[src/hw/rtl/fcpa_pkg.sv]
// Shared types, sizes and codes of the fixed chunk pool allocator.
`default_nettype none

package fcpa_pkg;

	localparam int MAX_CHUNKS = 256;
	localparam int ADDR_BITS  = 48;
	localparam int IDX_BITS   = $clog2(MAX_CHUNKS);
	localparam int LINK_BITS  = $clog2(MAX_CHUNKS + 1);

	localparam int SHIFT_BITS = 5;
	localparam int COUNT_BITS = 9;
	localparam int CFG_BITS   = ADDR_BITS;
	localparam int INDEX_BITS = 2;

	localparam int IN_BITS  = ((2 + ADDR_BITS + 7) / 8) * 8;
	localparam int OUT_BITS = ((ADDR_BITS + 2 + 7) / 8) * 8;

	localparam logic [1:0] OP_ALLOC    = 2'd0;
	localparam logic [1:0] OP_FREE     = 2'd1;
	localparam logic [1:0] OP_FREE_ALL = 2'd2;
	localparam logic [1:0] OP_RESERVED = 2'd3;

	localparam logic [1:0] STATUS_OK    = 2'd0;
	localparam logic [1:0] STATUS_EMPTY = 2'd1;
	localparam logic [1:0] STATUS_RANGE = 2'd2;
	localparam logic [1:0] STATUS_NULL  = 2'd3;

	localparam logic [INDEX_BITS-1:0] REG_POOL_BASE   = 2'd0;
	localparam logic [INDEX_BITS-1:0] REG_CHUNK_SHIFT = 2'd1;
	localparam logic [INDEX_BITS-1:0] REG_CHUNK_COUNT = 2'd2;

	localparam logic [COUNT_BITS-1:0] CHUNK_COUNT_RESET = 9'd256;
	localparam logic [SHIFT_BITS-1:0] CHUNK_SHIFT_RESET = 5'd6;

	typedef enum logic [1:0] {
		ST_FILL,
		ST_IDLE,
		ST_CALC,
		ST_DONE
	} state_t;

endpackage

`default_nettype wire

[src/hw/rtl/fcpa_ram.sv]
// Generic single-port RAM with registered read data.
`default_nettype none

module fcpa_ram #(
	parameter int WIDTH = 8,
	parameter int DEPTH = 256
) (
	input  wire logic                     clk,
	input  wire logic                     we,
	input  wire logic                     re,
	input  wire logic [$clog2(DEPTH)-1:0] addr,
	input  wire logic [WIDTH-1:0]         wdata,
	output logic      [WIDTH-1:0]         rdata
);

	logic [WIDTH-1:0] mem [DEPTH];

	always_ff @(posedge clk) begin
		if (we) begin
			mem[addr] <= wdata;
		end
		if (re) begin
			rdata <= mem[addr];
		end
	end

endmodule

`default_nettype wire

[src/hw/rtl/fixed_chunk_pool_allocator.sv]
// Top level of the fixed chunk pool allocator: LIFO free list over a link RAM.
//
// Requests enter on s_axis (op, address); one response per request leaves on
// m_axis (chunk_address, status). Allocate pops the free-list head, free pushes
// the chunk that holds the address, free all rebuilds the list so chunks are
// handed out from the highest index down. The user must write registers through
// cfg_we / cfg_index / cfg_data only while no request is in flight;
// the block does not enforce this.
//
// A request passes through the CALC state (link RAM read, or address subtract
// and limit shift) and the DONE state (check and write back). The next request
// is taken only once the last response is in the output register. Free all
// then writes the link RAM once per chunk, at most 256, before the next request.
//
// After reset the block rebuilds the full list for 256 chunks, one RAM write
// a cycle, and takes no request until the list is built. A response waits in
// the output register while m_axis_tready is low; a new request is still
// captured, but its response is held back until the output register is free.
`default_nettype none

module fixed_chunk_pool_allocator (
	input  wire logic                               clk,
	input  wire logic                               arst_n,
	// fields from bit 0: op[1:0], address[49:2], zero padding
	input  wire logic [fcpa_pkg::IN_BITS-1:0]       s_axis_tdata,
	input  wire logic                               s_axis_tvalid,
	output logic                                    s_axis_tready,
	// fields from bit 0: chunk_address[47:0], status[49:48], zero padding
	output logic      [fcpa_pkg::OUT_BITS-1:0]      m_axis_tdata,
	output logic                                    m_axis_tvalid,
	input  wire logic                               m_axis_tready,
	input  wire logic                               cfg_we,
	input  wire logic [fcpa_pkg::INDEX_BITS-1:0]    cfg_index,
	input  wire logic [fcpa_pkg::CFG_BITS-1:0]      cfg_data
);

	localparam int AW = fcpa_pkg::ADDR_BITS;
	localparam int IW = fcpa_pkg::IDX_BITS;
	localparam int LW = fcpa_pkg::LINK_BITS;

	fcpa_pkg::state_t state_q, state_d;

	logic [AW-1:0]                   pool_base_q;
	logic [fcpa_pkg::SHIFT_BITS-1:0] chunk_shift_q;
	logic [fcpa_pkg::COUNT_BITS-1:0] chunk_count_q;

	logic [LW-1:0] free_head_q;
	logic [LW-1:0] fill_cnt_q;
	logic [LW-1:0] fill_n_q;

	logic [1:0]    op_q;
	logic [AW-1:0] addr_q;

	logic [AW:0]   diff_s1;
	logic [AW-1:0] limit_s1;
	logic [AW-1:0] alloc_addr_s1;

	logic          out_valid_q;
	logic [AW-1:0] out_addr_q;
	logic [1:0]    out_status_q;

	logic          ram_we;
	logic          ram_re;
	logic [IW-1:0] ram_addr;
	logic [LW-1:0] ram_wdata;
	logic [LW-1:0] ram_rdata;

	logic [LW-1:0] live_w;
	logic [LW-1:0] head_idx_w;
	logic [AW-1:0] free_off_w;
	logic [IW-1:0] free_idx_w;
	logic          free_ok_w;
	logic          slot_free_w;

	fcpa_ram #(
		.WIDTH (LW),
		.DEPTH (fcpa_pkg::MAX_CHUNKS)
	) u_link_ram (
		.clk   (clk),
		.we    (ram_we),
		.re    (ram_re),
		.addr  (ram_addr),
		.wdata (ram_wdata),
		.rdata (ram_rdata)
	);

	assign live_w = (32'(chunk_count_q) > fcpa_pkg::MAX_CHUNKS) ?
		LW'(fcpa_pkg::MAX_CHUNKS) : LW'(chunk_count_q);
	assign head_idx_w  = free_head_q - LW'(1);
	assign free_off_w  = diff_s1[AW-1:0] >> chunk_shift_q;
	assign free_idx_w  = free_off_w[IW-1:0];
	assign free_ok_w   = !diff_s1[AW] && (diff_s1[AW-1:0] < limit_s1);
	assign slot_free_w = !out_valid_q || m_axis_tready;

	assign m_axis_tvalid = out_valid_q;
	assign m_axis_tdata  = {(fcpa_pkg::OUT_BITS - AW - 2)'(0), out_status_q, out_addr_q};

	// next state
	always_comb begin
		state_d = state_q;
		case (state_q)
			fcpa_pkg::ST_FILL: begin
				if (fill_cnt_q == fill_n_q - LW'(1)) begin
					state_d = fcpa_pkg::ST_IDLE;
				end
			end
			fcpa_pkg::ST_IDLE: begin
				if (s_axis_tvalid) begin
					state_d = fcpa_pkg::ST_CALC;
				end
			end
			fcpa_pkg::ST_CALC: begin
				state_d = fcpa_pkg::ST_DONE;
			end
			fcpa_pkg::ST_DONE: begin
				if (slot_free_w) begin
					if (op_q == fcpa_pkg::OP_FREE_ALL && live_w != '0) begin
						state_d = fcpa_pkg::ST_FILL;
					end else begin
						state_d = fcpa_pkg::ST_IDLE;
					end
				end
			end
			default: state_d = fcpa_pkg::ST_IDLE;
		endcase
	end

	// RAM port and handshake
	always_comb begin
		s_axis_tready = 1'b0;
		ram_we        = 1'b0;
		ram_re        = 1'b0;
		ram_addr      = '0;
		ram_wdata     = '0;
		case (state_q)
			fcpa_pkg::ST_FILL: begin
				ram_we    = 1'b1;
				ram_addr  = fill_cnt_q[IW-1:0];
				ram_wdata = fill_cnt_q;
			end
			fcpa_pkg::ST_IDLE: begin
				s_axis_tready = 1'b1;
			end
			fcpa_pkg::ST_CALC: begin
				if (op_q == fcpa_pkg::OP_ALLOC && free_head_q != '0) begin
					ram_re   = 1'b1;
					ram_addr = head_idx_w[IW-1:0];
				end
			end
			fcpa_pkg::ST_DONE: begin
				if (slot_free_w && op_q == fcpa_pkg::OP_FREE && addr_q != '0 && free_ok_w) begin
					ram_we    = 1'b1;
					ram_addr  = free_idx_w;
					ram_wdata = free_head_q;
				end
			end
			default: ;
		endcase
	end

	always_ff @(posedge clk or negedge arst_n) begin
		if (!arst_n) begin
			pool_base_q   <= '0;
			chunk_shift_q <= fcpa_pkg::CHUNK_SHIFT_RESET;
			chunk_count_q <= fcpa_pkg::CHUNK_COUNT_RESET;
		end else if (cfg_we) begin
			case (cfg_index)
				fcpa_pkg::REG_POOL_BASE:   pool_base_q   <= cfg_data[AW-1:0];
				fcpa_pkg::REG_CHUNK_SHIFT: chunk_shift_q <= cfg_data[fcpa_pkg::SHIFT_BITS-1:0];
				fcpa_pkg::REG_CHUNK_COUNT: chunk_count_q <= cfg_data[fcpa_pkg::COUNT_BITS-1:0];
				default: ;
			endcase
		end
	end

	always_ff @(posedge clk or negedge arst_n) begin
		if (!arst_n) begin
			state_q     <= fcpa_pkg::ST_FILL;
			free_head_q <= '0;
			fill_cnt_q  <= '0;
			fill_n_q    <= LW'(fcpa_pkg::MAX_CHUNKS);
			out_valid_q <= 1'b0;
		end else begin
			state_q <= state_d;
			if (out_valid_q && m_axis_tready) begin
				out_valid_q <= 1'b0;
			end
			case (state_q)
				fcpa_pkg::ST_FILL: begin
					fill_cnt_q <= fill_cnt_q + LW'(1);
					if (fill_cnt_q == fill_n_q - LW'(1)) begin
						free_head_q <= fill_n_q;
					end
				end
				fcpa_pkg::ST_DONE: begin
					if (slot_free_w) begin
						out_valid_q <= 1'b1;
						case (op_q)
							fcpa_pkg::OP_ALLOC: begin
								if (free_head_q != '0) begin
									free_head_q <= ram_rdata;
								end
							end
							fcpa_pkg::OP_FREE: begin
								if (addr_q != '0 && free_ok_w) begin
									free_head_q <= LW'(free_idx_w) + LW'(1);
								end
							end
							fcpa_pkg::OP_FREE_ALL: begin
								// empty list now; the fill pass sets the head at its end
								free_head_q <= '0;
								fill_cnt_q  <= '0;
								fill_n_q    <= live_w;
							end
							default: ;
						endcase
					end
				end
				default: ;
			endcase
		end
	end

	// request capture, address datapath and response payload
	always_ff @(posedge clk) begin
		if (state_q == fcpa_pkg::ST_IDLE && s_axis_tvalid) begin
			op_q   <= s_axis_tdata[1:0];
			addr_q <= s_axis_tdata[AW+1:2];
		end
		if (state_q == fcpa_pkg::ST_CALC) begin
			diff_s1       <= {1'b0, addr_q} - {1'b0, pool_base_q};
			limit_s1      <= AW'(live_w) << chunk_shift_q;
			alloc_addr_s1 <= pool_base_q + (AW'(head_idx_w[IW-1:0]) << chunk_shift_q);
		end
		if (state_q == fcpa_pkg::ST_DONE && slot_free_w) begin
			out_addr_q   <= '0;
			out_status_q <= fcpa_pkg::STATUS_OK;
			case (op_q)
				fcpa_pkg::OP_ALLOC: begin
					if (free_head_q == '0) begin
						out_status_q <= fcpa_pkg::STATUS_EMPTY;
					end else begin
						out_addr_q <= alloc_addr_s1;
					end
				end
				fcpa_pkg::OP_FREE: begin
					if (addr_q == '0) begin
						out_status_q <= fcpa_pkg::STATUS_NULL;
					end else if (!free_ok_w) begin
						out_status_q <= fcpa_pkg::STATUS_RANGE;
					end
				end
				default: ;
			endcase
		end
	end

endmodule

`default_nettype wire
[config.mk]
export PLATFORM = sky130hd
export DESIGN_NAME = fixed_chunk_pool_allocator
export DESIGN_NICKNAME = d
export VERILOG_FILES = /design/src/hw/rtl/fcpa_pkg.sv /design/src/hw/rtl/fcpa_ram.sv /design/src/hw/rtl/fixed_chunk_pool_allocator.sv
export SDC_FILE = /design/constraint.sdc
export NUM_CORES = 2
export LEC_CHECK = 0
export ABC_AREA = 0
export BUFFER_PORTS_ARGS = -buffer_cell sky130_fd_sc_hd__buf_2
export CAP_MARGIN = 20
export CORE_ASPECT_RATIO = 0.7
export CORE_MARGIN = 5
export CORE_UTILIZATION = 30
export CTS_BUF_LIST = sky130_fd_sc_hd__clkbuf_8
export CTS_CLUSTER_SIZE = 25
export DETAILED_ROUTE_END_ITERATION = 7
export HOLD_SLACK_MARGIN = 0.1
export PLACE_DENSITY_LB_ADDON = 0.08
export SKIP_CTS_REPAIR_TIMING = 1
export SLEW_MARGIN = 40
export SYNTH_ARGS = -nofsm -noshare
export SYNTH_HDL_FRONTEND = slang
export SYNTH_SLANG_ARGS = --single-unit
[constraint.sdc]
create_clock -name clk -period 28.9 [get_ports clk]
set_input_delay 2.89 -clock clk [delete_from_list [all_inputs] [get_ports clk]]
set_output_delay 2.89 -clock clk [all_outputs]
set_load 0.01 [all_outputs]
Yosys cells after proc, flatten, opt, wreduce, memory -nomap -nowiden
Memory sizes are Yosys's and may differ from the RTL's. A register that Yosys moved wholly into a read port is not among the register bits.
Index checks and enable logic that the tools add are counted.
{ "word_totals": {"register_bits": 337, "ramBits": 2304, "in_bits": 111, "wordCells": 107, "n_memories": 1} }
{ "classes": {"add_sub_neg": 6, "n_lt_le_gt_ge": 2, "eq_ne": 15, "shift": 3, "muxes": 34, "bitwise": 1, "n_reduce_logical": 30} }
{ "memory_table": {"columns": ["name", "depth", "width", "rd", "rd_clocked_by_memory_dff", "wr", "line_no", "rtl"], "rows": [
  ["u_link_ram.mem", 256, 9, 1, 1, 1, "fcpa_ram.sv:16", "logic [WIDTH-1:0] mem [DEPTH];"]
]} }
{ "op_table": {"columns": ["cell", "n"], "rows": [
  ["two-way mux 9 bit", 8],
  ["one-hot mux 9 bit (2 select lines)", 3],
  ["subtractor 48 x 48 -> 49 bit", 1],
  ["adder 48 bit", 1],
  ["logical NOT 48 bit", 1],
  ["less-than comparator 48 bit", 1],
  ["nonzero test 48 bit", 1],
  ["<< shifter 8 x 5 -> 48 bit", 1],
  ["<< shifter 9 x 5 -> 48 bit", 1],
  ["right shift 48 x 5 -> 8 bit", 1],
  ["one-hot mux 9 bit (3 select lines)", 1],
  ["one-hot mux 8 bit (3 select lines)", 1],
  ["nonzero test 9 bit", 2],
  ["two-way mux 8 bit", 2],
  ["two-way mux 1 bit", 11],
  ["logical AND 1 bit", 10],
  ["two-way mux 2 bit", 5],
  ["adder 8 x 1 -> 9 bit (second input constant)", 1],
  ["adder 9 x 1 -> 9 bit (second input constant)", 1],
  ["== test 9 bit", 1],
  ["> comparator 9 bit (second input constant)", 1],
  ["logical NOT 9 bit", 1],
  ["AND reduction 3 bit", 3],
  ["subtractor 9 x 1 -> 9 bit (second input constant)", 1],
  ["17 further kinds", 31]
]} }

Longest topological paths before layout
{ "depth": {"ltp_word": 9, "mapped_depth": 26} }

Hierarchy
From an unflattened synthesis, not the netlist that was laid out.
{ "hier_totals": {"cells_unflattened": 5973, "hier_area_um2": 108579.1} }
{ "by_module_without_submodules": {"columns": ["module", "n_inst", "cells_each", "area_per_inst_um2"], "rows": [
  ["fcpa_ram", 1, 3945, 88107.0],
  ["fixed_chunk_pool_allocator", 1, 2028, 20472.1]
]} }

Worst setup path after synthesis
No wires, ideal clock.
{ "synth_path": {"path_type": "input -> register", "startpoint": "input m_axis_tready", "endpoint": "memory u_link_ram.mem[0][0] in the netlist's numbering (data pin)", "arrival_time_ns": 11.235, "t_required_ns": 27.327, "slack_ns": 16.092, "cell_stages": 8, "path_buffers": 1, "cell_sequence": "nand2b_1 > nand3_1 > nor3_1 > o2111ai_1 > nor3_1 > clkbuf_1 > nand2_1 > a21oi_1"} }
{ "synth_between": {"elab_chain_cells": 6} }
{ "synth_rtl": {"columns": ["item", "line_no", "rtl"], "rows": [
  ["start, declared", "fixed_chunk_pool_allocator.sv:31", "input wire logic m_axis_tready,"],
  ["logical OR 1 bit", "fixed_chunk_pool_allocator.sv:93", "assign slot_free_w = !out_valid_q || m_axis_tready;"],
  ["logical AND 1 bit (3 in series)", "fixed_chunk_pool_allocator.sv:151", "if (slot_free_w && op_q == fcpa_pkg::OP_FREE && addr_q != '0 && free_ok_w) begin"],
  ["two-way mux 9 bit", "fixed_chunk_pool_allocator.sv:151", null],
  ["one-hot mux 9 bit (2 select lines)", "fixed_chunk_pool_allocator.sv:135", "case (state_q)"],
  ["named net ram_wdata[0]", "fixed_chunk_pool_allocator.sv:65", "logic [LW-1:0] ram_wdata;"],
  ["end, declared", "fcpa_ram.sv:16", null]
]} }
The timed path passes the listed nets, and every way through them passes these cells.

Final worst setup path
{ "layout_path": {"startpoint": "input m_axis_tready", "endpoint": "register u_link_ram.rdata[0] (read register of u_link_ram.mem) (data pin)"} }
{ "layout_between": {"elab_chain_cells": 6} }
{ "layout_rtl": {"columns": ["item", "line_no", "rtl"], "rows": [
  ["logical OR 1 bit", "fixed_chunk_pool_allocator.sv:93", null],
  ["logical AND 1 bit (3 in series)", "fixed_chunk_pool_allocator.sv:151", null],
  ["two-way mux 8 bit", "fixed_chunk_pool_allocator.sv:151", null],
  ["one-hot mux 8 bit (3 select lines)", "fixed_chunk_pool_allocator.sv:135", null],
  ["end, declared", "fcpa_ram.sv:13", "output logic [WIDTH-1:0] rdata"]
]} }
No other way between the ends.
A chain may end at the register's enable or synchronous reset.

==> summary.md <==
| Metric | Value |
|---|---|
| # rows | 184 |
| Async SR Flop Fraction | 3.48% |
| Vias per cell | between 5 and 6 |
| Reg-to-reg setup timing slack | a little over 20 ns |
| Maximum number of pins on one net before global-route repair | between 150 and 200 |
| IO Count | around 170 |
| Fin cells | ~13000 |
| Yosys Warn Count | 0 |
| Longest Clk Path Bufs | 4 |
| DRT iter0 DRCs | about 7700 |
| Clock Tree Root | clkbuf_8 |
| Worst setup EP type | register |
| Width of the die | 729 microns |
| Syn Inst Count | between 7000 and 8000 |
| Post-synthesis register bit count | ~2600 |
| Status | complete, no violations |
| Setup Viol. Count Final | 0 |
| Final Total Pwr | approximately 12000 uW |
| Min cycle time layout | between 9 and 10 ns |
| Hold WS | between 0.4 and 0.5 ns |
| Layout cells sized above 1 | between 15 and 20% |
| Total length of routed wires | 398000 microns |
| Vias in the first global route | 66200 |
| Final ANT Viol Nets | 0 |
| Reg-to-reg endpoint | u_link_ram.rdata[0] |
| Worst EP arrival | ~10 ns |
| Critical path endpoint | u_link_ram.rdata[0] |
| Final Max Tran Viols | 0 |
| CP required | just under 30 ns |
| Util after Layout | around a third |
| Clock sink count | ~2600 |
| Chip Height | just over 500 microns |
| Relative slew slack | ~31% |
| Class of the tightest hold or removal check | reg -> reg |
| FF/Latch Area | 78900 sq um |
| Starting Density | between 30% and 40% |
| Worst setup startpoint | m_axis_tready |
| Unrepaired setup endpoints after global routing | false |
| Worst setup path category | in -> reg |
| Footprint of the multi-input gates | approximately 28000 sq um |
| Final Wtd Congestion | around 0.85 |
| Library cells used by synthesis | 100 |
| Initial antenna violation count | 32 |
| Worst skew pair latency | approximately 1.1 ns |
| H-tree depth | 5 |
| CTS tree | yes |
| GRT Total Usage | 20.5% |
| Maximum vdd drop | approximately 0.085 mV |
| Routed len/inst | 30.8 microns |
| Clock slew at reported path FFs | roughly 0.07 ns |
| Reg2reg path depth | 16 |
| Remaining DRCs | 0 |
| GRT Max-Usage Layer | met1 |
| EDFF count, synth | 2550 |
| Placed cell count | 12100 |
| Slew @ Worst Pin | roughly 1.0 ns |
| Vias | between 60000 and 70000 |
| Commonest non-fill, non-tap cell in the layout | edfxtp_1 |
| Startpoint types | primary input |
| Detailed placer's ending HPWL | 247000 microns |
| Fillers | roughly 35000 |
| M1 GR Usage | 33.1% |
| Sum Neg Setup Slack | 0 ns |
| Maxcap violations | 0 |
| Final Net Count | ~8000 |
| FMAX | between 100 and 150 MHz |
| DIE AREA | between 300000 and 400000 sq um |
| Port buffer count | around 160 |
| Clock skew | about 0.076 ns |
| R2R Path Start | chunk_shift_q[0] |
| Met3 Use GR | 4.72% |
| Register area share after synthesis | 72.7% |
| Power Dens Cells | roughly 93 nW/um^2 |
| Most frequent cells in the layout | edfxtp_1 (2550), nand2_1 (846), clkbuf_8 (446), a21oi_1 (445), o22ai_1 (319) |
| Leak | a little over 0.04 uW |
| Final Hold Fails | 0 |
| Top_reg_cell synth | edfxtp_1 |
| Max FO, Critical Path | between 70 and 80 |
| First-pass GRT wire length | about 550000 microns |
| Period utilization | between 30% and 40% |
| Avg Inst Size Synth | roughly 15 sq um |
| GR Util met2 | 27.7% |
| Area Growth Syn to Fin | 14.6% |
| Drt pass-1 iters | 7 |
| Total gr overflow | 0 |
| Core ar. | 360000 sq um |
| Total CTS buffers | between 400 and 500 |
| Netlist Area Pre-Place | around 110000 sq um |
==> cell type report <==
type	instances	area share, %
clock inverter	325	1.30
timing repair buffer	368	2.24
multi-input combinational	4165	22.8
inverter	144	0.434
clock buffer	446	4.93
tap	4836	4.86
sequential	2642	63.4
antenna	8	0.0161
==> logic make-up after synthesis <==
family          Yosys count  synth area share [%]
other cells               1               0.00346
fa+ha+maj               141                  1.64
mux                     354                  3.99
flops                  2642                  72.7
simple gates           1715                  6.84
compound gates         1839                  11.6
buf+inv                 611                  2.40
xor+xnor                110                 0.888
==> layer usage <==
| layer | part of all wire, % | wire length [microns] | vias to the layer above |
|---|---|---|---|
| met1 | 50 | 200000 | 36200 |
| met3 | 8.1 | 32100 | 465 |
| li1 | - | - | 29900 |
| met5 | 0.0033 | 13 | - |
| met4 | 1.8 | 7320 | 2 |
| met2 | 40 | 159000 | 2442 |
==> cell usage after synthesis (all sizes together) (79+ instances only) <==
library cell,instances,area share (%)
a21oi,454,2.1
a221oi,282,2.3
a222oi,131,1.2
a22oi,167,1.2
buf,259,1.2
clkbuf,208,0.72
dfrtp,88,2.0
edfxtp,2550,71
ha,139,1.6
inv,143,0.49
mux2,161,1.7
mux2i,149,1.4
nand2,873,3.0
nor2,452,1.6
o21ai,245,1.1
o22ai,322,1.9
xnor2,79,0.64
==> how the worst min path moves through the flow <==
stage	from	slack (ns)	end	depth (start not counted)
global route	fill_n_q[8]	0.53	fill_n_q[8]	2
CTS	fill_n_q[8]	0.49	fill_n_q[8]	2
finish	fill_n_q[8]	0.50	fill_n_q[8]	2
detailed placement	fill_n_q[8]	0.48	fill_n_q[8]	2
global placement	fill_n_q[8]	0.49	fill_n_q[8]	2
floorplan	fill_n_q[8]	0.45	fill_n_q[8]	2
==> registers in the layout, summed over array words and instances (netlist names), 40 cells and up <==
register / count
u_link_ram.mem: 2304
diff_s1: 49
addr_q: 48
alloc_addr_s1: 48
out_addr_q: 48
pool_base_q: 48
limit_s1: 40
==> critical path, stage by stage <==
cell	delay, ns
buf_2	0.09
nand2b_1	0.33
nand3_1	0.32
nor3_1	0.11
o2111ai_2	0.24
inv_1	0.22
nand4_4	0.19
and2_4	0.44
buf_4	0.63
buf_12	0.44
buf_4	0.58
mux2_2	0.41
a222oi_1	0.44
o22ai_1	0.13
o21ai_1	0.60
nand4_1	0.52
nor3b_1	0.70
o221ai_1	0.29
==> report_power, final <==
group	internal [uW]	switching [uW]
Combinational	1120	2780
Clock	1510	1570
Sequential	4530	119
Total	7160	4470
==> metrics by stage <==
step | area (sq um) | worst slack [ns]
CTS | 124000 | 20.03
finish | 124000 | 19.82
detailed placement | 116000 | 18.89
global route | 124000 | 19.78
global placement | 115000 | 18.67
floorplan | 109000 | 16.09
(Power assumes the default switching activity.)
